[src/rtl/sst_pkg.sv]
// Package for the synced timestamp timer: time base widths, item kind codes,
// reset constants and the state snapshot passed from the time base to the top level.
// No dependencies.
package sst_pkg;

    localparam int COUNTER_BITS = 32;
    localparam int WRAP_BITS    = 32;
    localparam int LOCAL_BITS   = WRAP_BITS + COUNTER_BITS;
    localparam int TIME_BITS    = 64;
    localparam int DELAY_BITS   = 8;

    typedef logic [COUNTER_BITS-1:0] t_tick;
    typedef logic [WRAP_BITS-1:0]    t_wrap;
    typedef logic [TIME_BITS-1:0]    t_time;
    typedef logic [DELAY_BITS-1:0]   t_delay;

    localparam t_tick  TICK_ONE    = t_tick'(1);
    localparam t_tick  TICK_MAX    = '1;
    localparam t_wrap  WRAP_ONE    = t_wrap'(1);
    localparam t_time  TIME_ZERO   = '0;
    localparam t_delay DELAY_RESET = t_delay'(35);
    localparam t_time  SLAVE_RESET = TIME_ZERO - t_time'(DELAY_RESET);

    typedef enum logic [2:0] {
        KIND_TICK   = 3'd0,
        KIND_TX_CAP = 3'd1,
        KIND_RX_CAP = 3'd2,
        KIND_SYNC   = 3'd3,
        KIND_ARM    = 3'd4,
        KIND_START  = 3'd5,
        KIND_STOP   = 3'd6,
        KIND_CLEAR  = 3'd7
    } t_kind;

    typedef struct packed {
        t_time local_time;
        t_time offset;
        logic  ahead;
        t_time tx;
        t_time rx;
        logic  hit;
    } t_snap;

endpackage

[src/rtl/synced_timestamp_timer.sv]
// Top level of the synced timestamp timer: handshakes, snapshot stage and result register.
// Depends on sst_pkg and sst_timebase.
//
// Channel   Direction  Handshake                   Payload
// in        input      i_in_valid / o_in_ready     i_kind, i_value
// out       output     o_out_valid / i_out_ready   o_sync_time, o_tx_stamp, o_rx_stamp,
//                                                  o_compare_hit
// cfg       input      i_cfg_valid / o_cfg_ready   i_cfg_data
//
// One transaction is accepted per cycle unless both stages are full and the output is stalled;
// the snapshot stage loads on acceptance and feeds the result register, which offers the result.
// The state updates in the accept cycle, a snapshot stage holds it, and the result register
// adds the offset to the local time. Reset is synchronous and needs no clearing pass.
// A stalled output holds the snapshot stage, and input acceptance stops only when both are full.
module synced_timestamp_timer (
    input  logic            i_clk,
    input  logic            i_rst_n,
    input  logic            i_in_valid,
    output logic            o_in_ready,
    input  sst_pkg::t_kind  i_kind,
    input  sst_pkg::t_time  i_value,
    input  logic            i_cfg_valid,
    output logic            o_cfg_ready,
    input  sst_pkg::t_delay i_cfg_data,
    output logic            o_out_valid,
    input  logic            i_out_ready,
    output sst_pkg::t_time  o_sync_time,
    output sst_pkg::t_time  o_tx_stamp,
    output sst_pkg::t_time  o_rx_stamp,
    output logic            o_compare_hit
);
    import sst_pkg::*;

    logic  w_in_accept;
    logic  w_cfg_accept;
    logic  w_p_adv;
    t_snap w_snap;

    logic  r_p_valid;
    t_snap r_p_snap;
    logic  r_o_valid;
    t_time r_o_sync_time;
    t_time r_o_tx;
    t_time r_o_rx;
    logic  r_o_hit;

    assign w_p_adv      = !r_o_valid || i_out_ready;
    assign o_in_ready   = !r_p_valid || w_p_adv;
    assign w_in_accept  = i_in_valid && o_in_ready;
    assign o_cfg_ready  = 1'b1;
    assign w_cfg_accept = i_cfg_valid && o_cfg_ready;

    sst_timebase u_timebase (
        .i_clk      (i_clk),
        .i_rst_n    (i_rst_n),
        .i_accept   (w_in_accept),
        .i_kind     (i_kind),
        .i_value    (i_value),
        .i_cfg_we   (w_cfg_accept),
        .i_cfg_data (i_cfg_data),
        .o_snap     (w_snap)
    );

    always_ff @(posedge i_clk) begin
        if (!i_rst_n) begin
            r_p_valid <= 1'b0;
        end else if (o_in_ready) begin
            r_p_valid <= w_in_accept;
        end
    end

    always_ff @(posedge i_clk) begin
        if (w_in_accept) begin
            r_p_snap <= w_snap;
        end
    end

    always_ff @(posedge i_clk) begin
        if (!i_rst_n) begin
            r_o_valid <= 1'b0;
        end else if (w_p_adv) begin
            r_o_valid <= r_p_valid;
        end
    end

    always_ff @(posedge i_clk) begin
        if (w_p_adv && r_p_valid) begin
            r_o_sync_time <= r_p_snap.ahead ? r_p_snap.local_time - r_p_snap.offset
                                            : r_p_snap.local_time + r_p_snap.offset;
            r_o_tx        <= r_p_snap.tx;
            r_o_rx        <= r_p_snap.rx;
            r_o_hit       <= r_p_snap.hit;
        end
    end

    assign o_out_valid   = r_o_valid;
    assign o_sync_time   = r_o_sync_time;
    assign o_tx_stamp    = r_o_tx;
    assign o_rx_stamp    = r_o_rx;
    assign o_compare_hit = r_o_hit;

`ifndef SYNTHESIS
    a_hit_only_on_tick: assert property (@(posedge i_clk) disable iff (!i_rst_n)
        (w_in_accept && i_kind != KIND_TICK) |=> !r_p_snap.hit)
        else $error("compare hit raised by a transaction that is not a tick");

    a_start_stop_clear: assert property (@(posedge i_clk) disable iff (!i_rst_n)
        (w_in_accept && (i_kind == KIND_START || i_kind == KIND_STOP))
        |=> (r_p_snap.local_time == TIME_ZERO))
        else $error("start or stop did not clear the time base");

    a_snapshot_held: assert property (@(posedge i_clk) disable iff (!i_rst_n)
        (r_p_valid && !w_p_adv) |=> (r_p_valid && $stable(r_p_snap)))
        else $error("snapshot stage overwritten while the result register was stalled");
`endif

endmodule

[src/rtl/sst_timebase.sv]
// Time base, capture, offset and compare state of the synced timestamp timer.
// Updates the state for one accepted transaction and reports the updated state.
// Depends on sst_pkg.
module sst_timebase (
    input  logic            i_clk,
    input  logic            i_rst_n,
    input  logic            i_accept,
    input  sst_pkg::t_kind  i_kind,
    input  sst_pkg::t_time  i_value,
    input  logic            i_cfg_we,
    input  sst_pkg::t_delay i_cfg_data,
    output sst_pkg::t_snap  o_snap
);
    import sst_pkg::*;

    t_tick  r_tick,    n_tick;
    t_wrap  r_wrap,    n_wrap;
    logic   r_running, n_running;
    t_time  r_tx,      n_tx;
    t_time  r_rx,      n_rx;
    t_time  r_slave,   n_slave;
    t_time  r_offset,  n_offset;
    logic   r_ahead,   n_ahead;
    t_time  r_target,  n_target;
    logic   r_armed,   n_armed;
    t_delay r_delay,   n_delay;
    logic   w_hit;

    t_time  w_now;
    t_tick  w_tick_inc;
    t_wrap  w_wrap_inc;
    t_time  w_now_inc;
    t_time  w_v_minus_s;
    t_time  w_s_minus_v;
    logic   w_borrow;

    assign w_now       = t_time'({r_wrap, r_tick});
    assign w_tick_inc  = r_tick + TICK_ONE;
    assign w_wrap_inc  = (r_tick == TICK_MAX) ? r_wrap + WRAP_ONE : r_wrap;
    assign w_now_inc   = t_time'({w_wrap_inc, w_tick_inc});
    assign {w_borrow, w_v_minus_s} = {1'b0, i_value} - {1'b0, r_slave};
    assign w_s_minus_v = r_slave - i_value;

    always_comb begin
        n_tick    = r_tick;
        n_wrap    = r_wrap;
        n_running = r_running;
        n_tx      = r_tx;
        n_rx      = r_rx;
        n_slave   = r_slave;
        n_offset  = r_offset;
        n_ahead   = r_ahead;
        n_target  = r_target;
        n_armed   = r_armed;
        n_delay   = r_delay;
        w_hit     = 1'b0;
        if (i_accept) begin
            case (i_kind)
                KIND_TICK: begin
                    if (r_running) begin
                        n_tick = w_tick_inc;
                        n_wrap = w_wrap_inc;
                        w_hit  = r_armed && (w_now_inc == r_target);
                    end
                end
                KIND_TX_CAP: begin
                    n_tx = w_now;
                end
                KIND_RX_CAP: begin
                    n_rx    = w_now;
                    n_slave = w_now - t_time'(r_delay);
                end
                KIND_SYNC: begin
                    n_ahead  = w_borrow;
                    n_offset = w_borrow ? w_s_minus_v : w_v_minus_s;
                end
                KIND_ARM: begin
                    n_target = r_ahead ? i_value + r_offset : i_value - r_offset;
                    n_armed  = 1'b1;
                end
                KIND_START: begin
                    n_tick    = '0;
                    n_wrap    = '0;
                    n_running = 1'b1;
                end
                KIND_STOP: begin
                    n_tick    = '0;
                    n_wrap    = '0;
                    n_running = 1'b0;
                end
                KIND_CLEAR: begin
                    n_tx    = TIME_ZERO;
                    n_rx    = TIME_ZERO;
                    n_slave = TIME_ZERO - t_time'(r_delay);
                end
                default: begin
                end
            endcase
        end
        if (i_cfg_we) begin
            n_delay = i_cfg_data;
            n_slave = n_rx - t_time'(i_cfg_data);
        end
    end

    always_ff @(posedge i_clk) begin
        if (!i_rst_n) begin
            r_tick    <= '0;
            r_wrap    <= '0;
            r_running <= 1'b0;
            r_tx      <= TIME_ZERO;
            r_rx      <= TIME_ZERO;
            r_slave   <= SLAVE_RESET;
            r_offset  <= TIME_ZERO;
            r_ahead   <= 1'b0;
            r_target  <= TIME_ZERO;
            r_armed   <= 1'b0;
            r_delay   <= DELAY_RESET;
        end else begin
            r_tick    <= n_tick;
            r_wrap    <= n_wrap;
            r_running <= n_running;
            r_tx      <= n_tx;
            r_rx      <= n_rx;
            r_slave   <= n_slave;
            r_offset  <= n_offset;
            r_ahead   <= n_ahead;
            r_target  <= n_target;
            r_armed   <= n_armed;
            r_delay   <= n_delay;
        end
    end

    always_comb begin
        o_snap.local_time = t_time'({n_wrap, n_tick});
        o_snap.offset     = n_offset;
        o_snap.ahead      = n_ahead;
        o_snap.tx         = n_tx;
        o_snap.rx         = n_rx;
        o_snap.hit        = w_hit;
    end

endmodule

[config.mk]
export PLATFORM = sky130hd
export DESIGN_NAME = synced_timestamp_timer
export DESIGN_NICKNAME = d
export VERILOG_FILES = /design/src/rtl/sst_pkg.sv /design/src/rtl/synced_timestamp_timer.sv /design/src/rtl/sst_timebase.sv
export SDC_FILE = /design/constraint.sdc
export NUM_CORES = 2
export LEC_CHECK = 0
export BUFFER_PORTS_ARGS = -buffer_cell sky130_fd_sc_hd__buf_2
export CORE_AREA = 8 8 270 532
export DETAILED_ROUTE_END_ITERATION = 10
export DIE_AREA = 0 0 278 540
export GPL_TIMING_DRIVEN = 0
export SYNTH_ARGS = -nofsm -noshare
export SYNTH_HDL_FRONTEND = slang
export SYNTH_SLANG_ARGS = --single-unit
export TNS_END_PERCENT = 30
[constraint.sdc]
create_clock -name i_clk -period 21.7 [get_ports i_clk]
set_clock_uncertainty 0.1 [all_clocks]
set_input_delay 6.51 -clock i_clk [delete_from_list [all_inputs] [get_ports i_clk]]
set_output_delay 6.51 -clock i_clk [all_outputs]
set_load 0.02 [all_outputs]
==> impl.org <==
** Synth
- The portion of synthesized area spent on multiplexers is 0.0102.
- Of the total synthesized cell area, the portion taken by full adders, half adders and majority gates is 0.0690.
- Top FF cell, synth :: sky130_fd_sc_hd__edfxtp_1
- After synthesis, the mean cell area works out to 8.88 um^2.
- Fraction of registers with async set or reset after synthesis :: 0
- The complex-gate fraction of the synthesized area is 0.215.
- For this run, the register share of the synthesized area comes to 0.397.
- Post-Synthesis Cell Area :: 54100 um^2
- When the netlist entered floorplanning its net count stood at 6469.
- In this run, synthesis produced a sequential element count of 848.
- Combinational family with the most area after synthesis :: compound AO/OA/AOI/OAI gates
- The number of different library cells used by synthesis comes to 97.
- Number of enable-type register cells in the synthesized netlist :: 451
- Counting every instance in the synthesized netlist gives 6094.
- Number of warnings issued by yosys :: 0
- Of the total synthesized cell area, the portion taken by XOR and XNOR cells is 0.0804.
- Of the total synthesized cell area, the portion taken by AND, OR, NAND and NOR gates is 0.178.

** STA
- Number of hold violations in the final report :: 0
- Setup repair after global routing left no endpoint under its margin.
- Clock period minus worst slack :: 14.34 ns
- The worst path meets setup with 7.36 ns of slack.
- Final period utilization :: 0.661
- Adding up every negative setup slack in the final design gives 0 ns.
- For the pin with the worst max-slew slack, the measured transition is 1.70 ns.
- Relative max-transition margin :: -0.135
- Setup violations remaining at the end of the flow were counted as 0.
- The final number of max-transition violations was 22.
- Based on the critical path, the design can be clocked at up to 69.7 MHz.
- Hold timing on the final database bottoms out at a slack of 0.316 ns.

** Die
- After floorplanning, the core was divided into 192 placement rows.
- Starting Density :: 0.397
- Die height :: 540 um
- The floorplan step defined a die boundary enclosing 150000 um^2.
- The total area inside the core boundary comes to 136000 um^2.
- In this run the count of I/O pins placed on the die edge is 276.
- Die X :: 278 um

** Clock network
- For this design, the CTS-stage hold fixing added 0 buffers.
- Root Buffer :: sky130_fd_sc_hd__clkbuf_16
- Number of instances resized during post-cts repair :: 0
- The H-tree was split into 3 levels.
- Post-CTS setup-driven buffer insertion count :: 0
- Source-to-sink clock delay at the later pin of the worst-skew pair :: 0.72 ns
- Clock tree synthesis inserted a total of 75 buffers.
- After clock tree synthesis, the clock-pin slew on the worst setup and hold paths is 0.07 ns.
- # clock sinks :: 848
- TritonCTS built the clock tree.
- No sink is reached through more buffers than the 3 on the longest clock path.

** Global routing
- For this run, the total global-route usage over all layers was measured as 0.366.
- Number of antenna violations at the first check in global routing :: 15
- Vias in the first global route :: 49139
- Largest net degree at the start of global routing :: 116
- The first global-routing pass estimated 387 mm of wire.
- Global route total overflow :: 0

** Power
- For this design the static power due to leakage is 24.4 nW.
- Overall power consumption after layout is estimated at 4.57 mW.
- The share of total power dissipated in combinational logic is 0.290.
- Of the total power, the share spent switching nets is 0.351.
- Summed over all nets, the switching power comes to 1.61 mW.
- Worst IR drop on VDD :: 0.0000544 V
- Sequential share of power :: 0.396
- The share of total power dissipated in the clock network is 0.314.
- Internal power comes to 2.97 mW.
- Pwr dens :: 75.4 nW/um^2

** Detailed routing
- Overall via count from detail_route :: 50376
- The first detailed-routing pass ran for 6 iterations.
- Using the TritonRoute via totals, the vias-per-cell ratio works out to 6.09.
- DR WL/cell :: 34.5 um
- Once detail routing completed, the nets flagged for antenna violations numbered 0.
- DRC errors left :: 0
- The first routing iteration left 4499 violations.
- Post-detailed-routing wire length :: 286 mm

** Setup path
- Crit. End Element :: primary output
- Crit path kind :: in2out
- STA puts the critical path data arrival time at 7.73 ns.
- Type of origin of the critical path :: primary input
- In this run the worst path has a maximum fanout of 10.
- STA puts the critical path data required time at 15.09 ns.

** Cells and area
- Total of fill cells in the finished design :: 13659
- Non-Filler Cell Area, Final :: 60600 um^2
- Compared with the post-synthesis result, the final layout area differs by 12.0%.
- Fraction of final layout cells with drive strength greater than 1 :: 0.0854
- Post-route core utilization :: 0.444
- For this run, the number of standard cells in the final layout without fillers is 8278.
- In the final layout, flip-flops and latches occupy 21500 um^2.
- Net count reported at finish :: 6834
- Multi-input logic area :: 29900 um^2

** Place
- Before CTS, the worst setup slack after placement is 7.37 ns.
- Cell count after placement :: 8128
- The wire-length estimate of the detail-placed layout is 236 mm.
- Placer's final routability congestion estimate :: 1.05
- Summing all placed instances gives a cell area of 58000 um^2.
- The count of buffers added on input and output ports is 273.

** Flow run
- Number of maximum-capacitance violations :: 3

** Status
- Failing checks :: capacitance limit, slew limit
- The run finished, with violations left.

** Min path
- The tightest min-delay check is of the reg2reg type.
==> cells by family (layout without fill, tap and decap cells) <==
kind of cell / after synthesis / count (layout)
other cells: 1 / 11
buf+inv: 676 / 1104
xor+xnor: 497 / 497
fa+ha+maj: 295 / 295
mux: 54 / 54
flops: 848 / 848
simple gates: 1907 / 1907
compound gates: 1816 / 1816
==> sequential cells by signal, summed over array words and instances (netlist names) <==
register              flops
o_sync_time              64
u_timebase.r_rx          64
o_compare_hit             1
r_p_snap                258
r_p_valid                 1
u_timebase.r_target      64
o_tx_stamp               64
o_rx_stamp               64
u_timebase.r_armed        1
u_timebase.r_offset      64
o_out_valid               1
u_timebase.r_wrap        32
u_timebase.r_tx          64
u_timebase.r_running      1
u_timebase.r_tick        32
u_timebase.r_delay        8
u_timebase.r_ahead        1
u_timebase.r_slave       64
==> critical path: stages <==
cell and delay (ns):
sky130_fd_sc_hd__buf_2 0.11, sky130_fd_sc_hd__and3b_1 0.19, sky130_fd_sc_hd__buf_6 0.14, sky130_fd_sc_hd__clkinv_8 0.06, sky130_fd_sc_hd__clkbuf_1 0.43, sky130_fd_sc_hd__buf_2 0.27
==> area by class of cell <==
cell class | count | share of cell area
Antenna cell | 10 | 0.000413
Clock inverter | 41 | 0.00904
Multi-Input combinational cell | 4570 | 0.494
Sequential cell | 848 | 0.354
Clock buffer | 99 | 0.0334
Tap cell | 1746 | 0.0360
Timing Repair Buffer | 288 | 0.0273
Buffer | 373 | 0.0262
Inverter | 303 | 0.0191
==> final timing paths <==
| check | start | slack (ns) | depth (start not counted) | end |
|---|---|---|---|---|
| worst max-delay path | i_out_ready | 7.36 | 6 | o_in_ready |
| worst min-delay path | r_p_snap[78]$_DFFE_PN_ | 0.32 | 0 | o_tx_stamp[13]$_DFFE_PP_ |
| worst min register to register | r_p_snap[78]$_DFFE_PN_ | 0.32 | 0 | o_tx_stamp[13]$_DFFE_PP_ |
| worst max register to register | u_timebase.r_slave[55]$_SDFFE_PN1P_ | 14.26 | 13 | r_p_snap[166]$_DFFE_PN_ |
==> synth_stat cells (59+ instances only) <==
library cell / number / area share
sky130_fd_sc_hd__edfxtp_1: 451 / 0.25
sky130_fd_sc_hd__nand2_1: 501 / 0.035
sky130_fd_sc_hd__dfxtp_1: 397 / 0.15
sky130_fd_sc_hd__a31oi_1: 68 / 0.0079
sky130_fd_sc_hd__a21oi_1: 550 / 0.051
sky130_fd_sc_hd__a22o_1: 107 / 0.017
sky130_fd_sc_hd__nor2_1: 426 / 0.030
sky130_fd_sc_hd__nand4_1: 112 / 0.013
sky130_fd_sc_hd__clkbuf_1: 293 / 0.020
sky130_fd_sc_hd__nor3_1: 141 / 0.013
sky130_fd_sc_hd__ha_1: 289 / 0.067
sky130_fd_sc_hd__xnor2_1: 341 / 0.055
sky130_fd_sc_hd__xor2_1: 156 / 0.025
sky130_fd_sc_hd__and2_1: 251 / 0.029
sky130_fd_sc_hd__o21bai_1: 63 / 0.0087
sky130_fd_sc_hd__nand3_1: 118 / 0.011
sky130_fd_sc_hd__a21o_1: 140 / 0.019
sky130_fd_sc_hd__o21ai_0: 404 / 0.037
sky130_fd_sc_hd__inv_1: 302 / 0.021
sky130_fd_sc_hd__nor4_1: 59 / 0.0068
==> power groups by stage <==
| stage | clock [mW] | combinational [mW] | sequential (mW) |
|---|---|---|---|
| floorplan | 0 | 0.843 | 1.88 |
| global placement | 0 | 1.28 | 1.87 |
| detailed placement | 0 | 1.29 | 1.85 |
| CTS | 1.45 | 1.30 | 1.81 |
| global route | 1.50 | 1.42 | 1.82 |
| finish | 1.44 | 1.32 | 1.81 |
==> layout by cell type, fill, tap and decap left out, types with 47 or more instances in the layout <==
master,count
sky130_fd_sc_hd__nor3_1,139
sky130_fd_sc_hd__nand4_1,112
sky130_fd_sc_hd__a21oi_1,550
sky130_fd_sc_hd__xnor2_1,341
sky130_fd_sc_hd__buf_2,313
sky130_fd_sc_hd__xor2_1,156
sky130_fd_sc_hd__nor4_1,59
sky130_fd_sc_hd__a31oi_1,68
sky130_fd_sc_hd__nand3_1,118
sky130_fd_sc_hd__inv_1,301
sky130_fd_sc_hd__o211ai_1,51
sky130_fd_sc_hd__or3_1,51
sky130_fd_sc_hd__a21o_1,140
sky130_fd_sc_hd__a22o_1,107
sky130_fd_sc_hd__ha_1,289
sky130_fd_sc_hd__dfxtp_1,397
sky130_fd_sc_hd__nand2_1,501
sky130_fd_sc_hd__edfxtp_1,451
sky130_fd_sc_hd__o21bai_1,63
sky130_fd_sc_hd__clkbuf_16,75
sky130_fd_sc_hd__o21ai_0,403
sky130_fd_sc_hd__clkbuf_1,311
sky130_fd_sc_hd__nand2b_1,47
sky130_fd_sc_hd__nor2_1,426
sky130_fd_sc_hd__o21a_1,47
sky130_fd_sc_hd__and2_1,251
==> layer usage <==
layer,track usage,vias up,part of all wire
met2,0.644,2163,0.49
met1,0.361,24545,0.33
met4,0.372,4,0.13
met5,0,-,0.000080
met3,0.0475,829,0.049
li1,-,22835,-
Note: power is estimated with default switching activity, not from simulation.
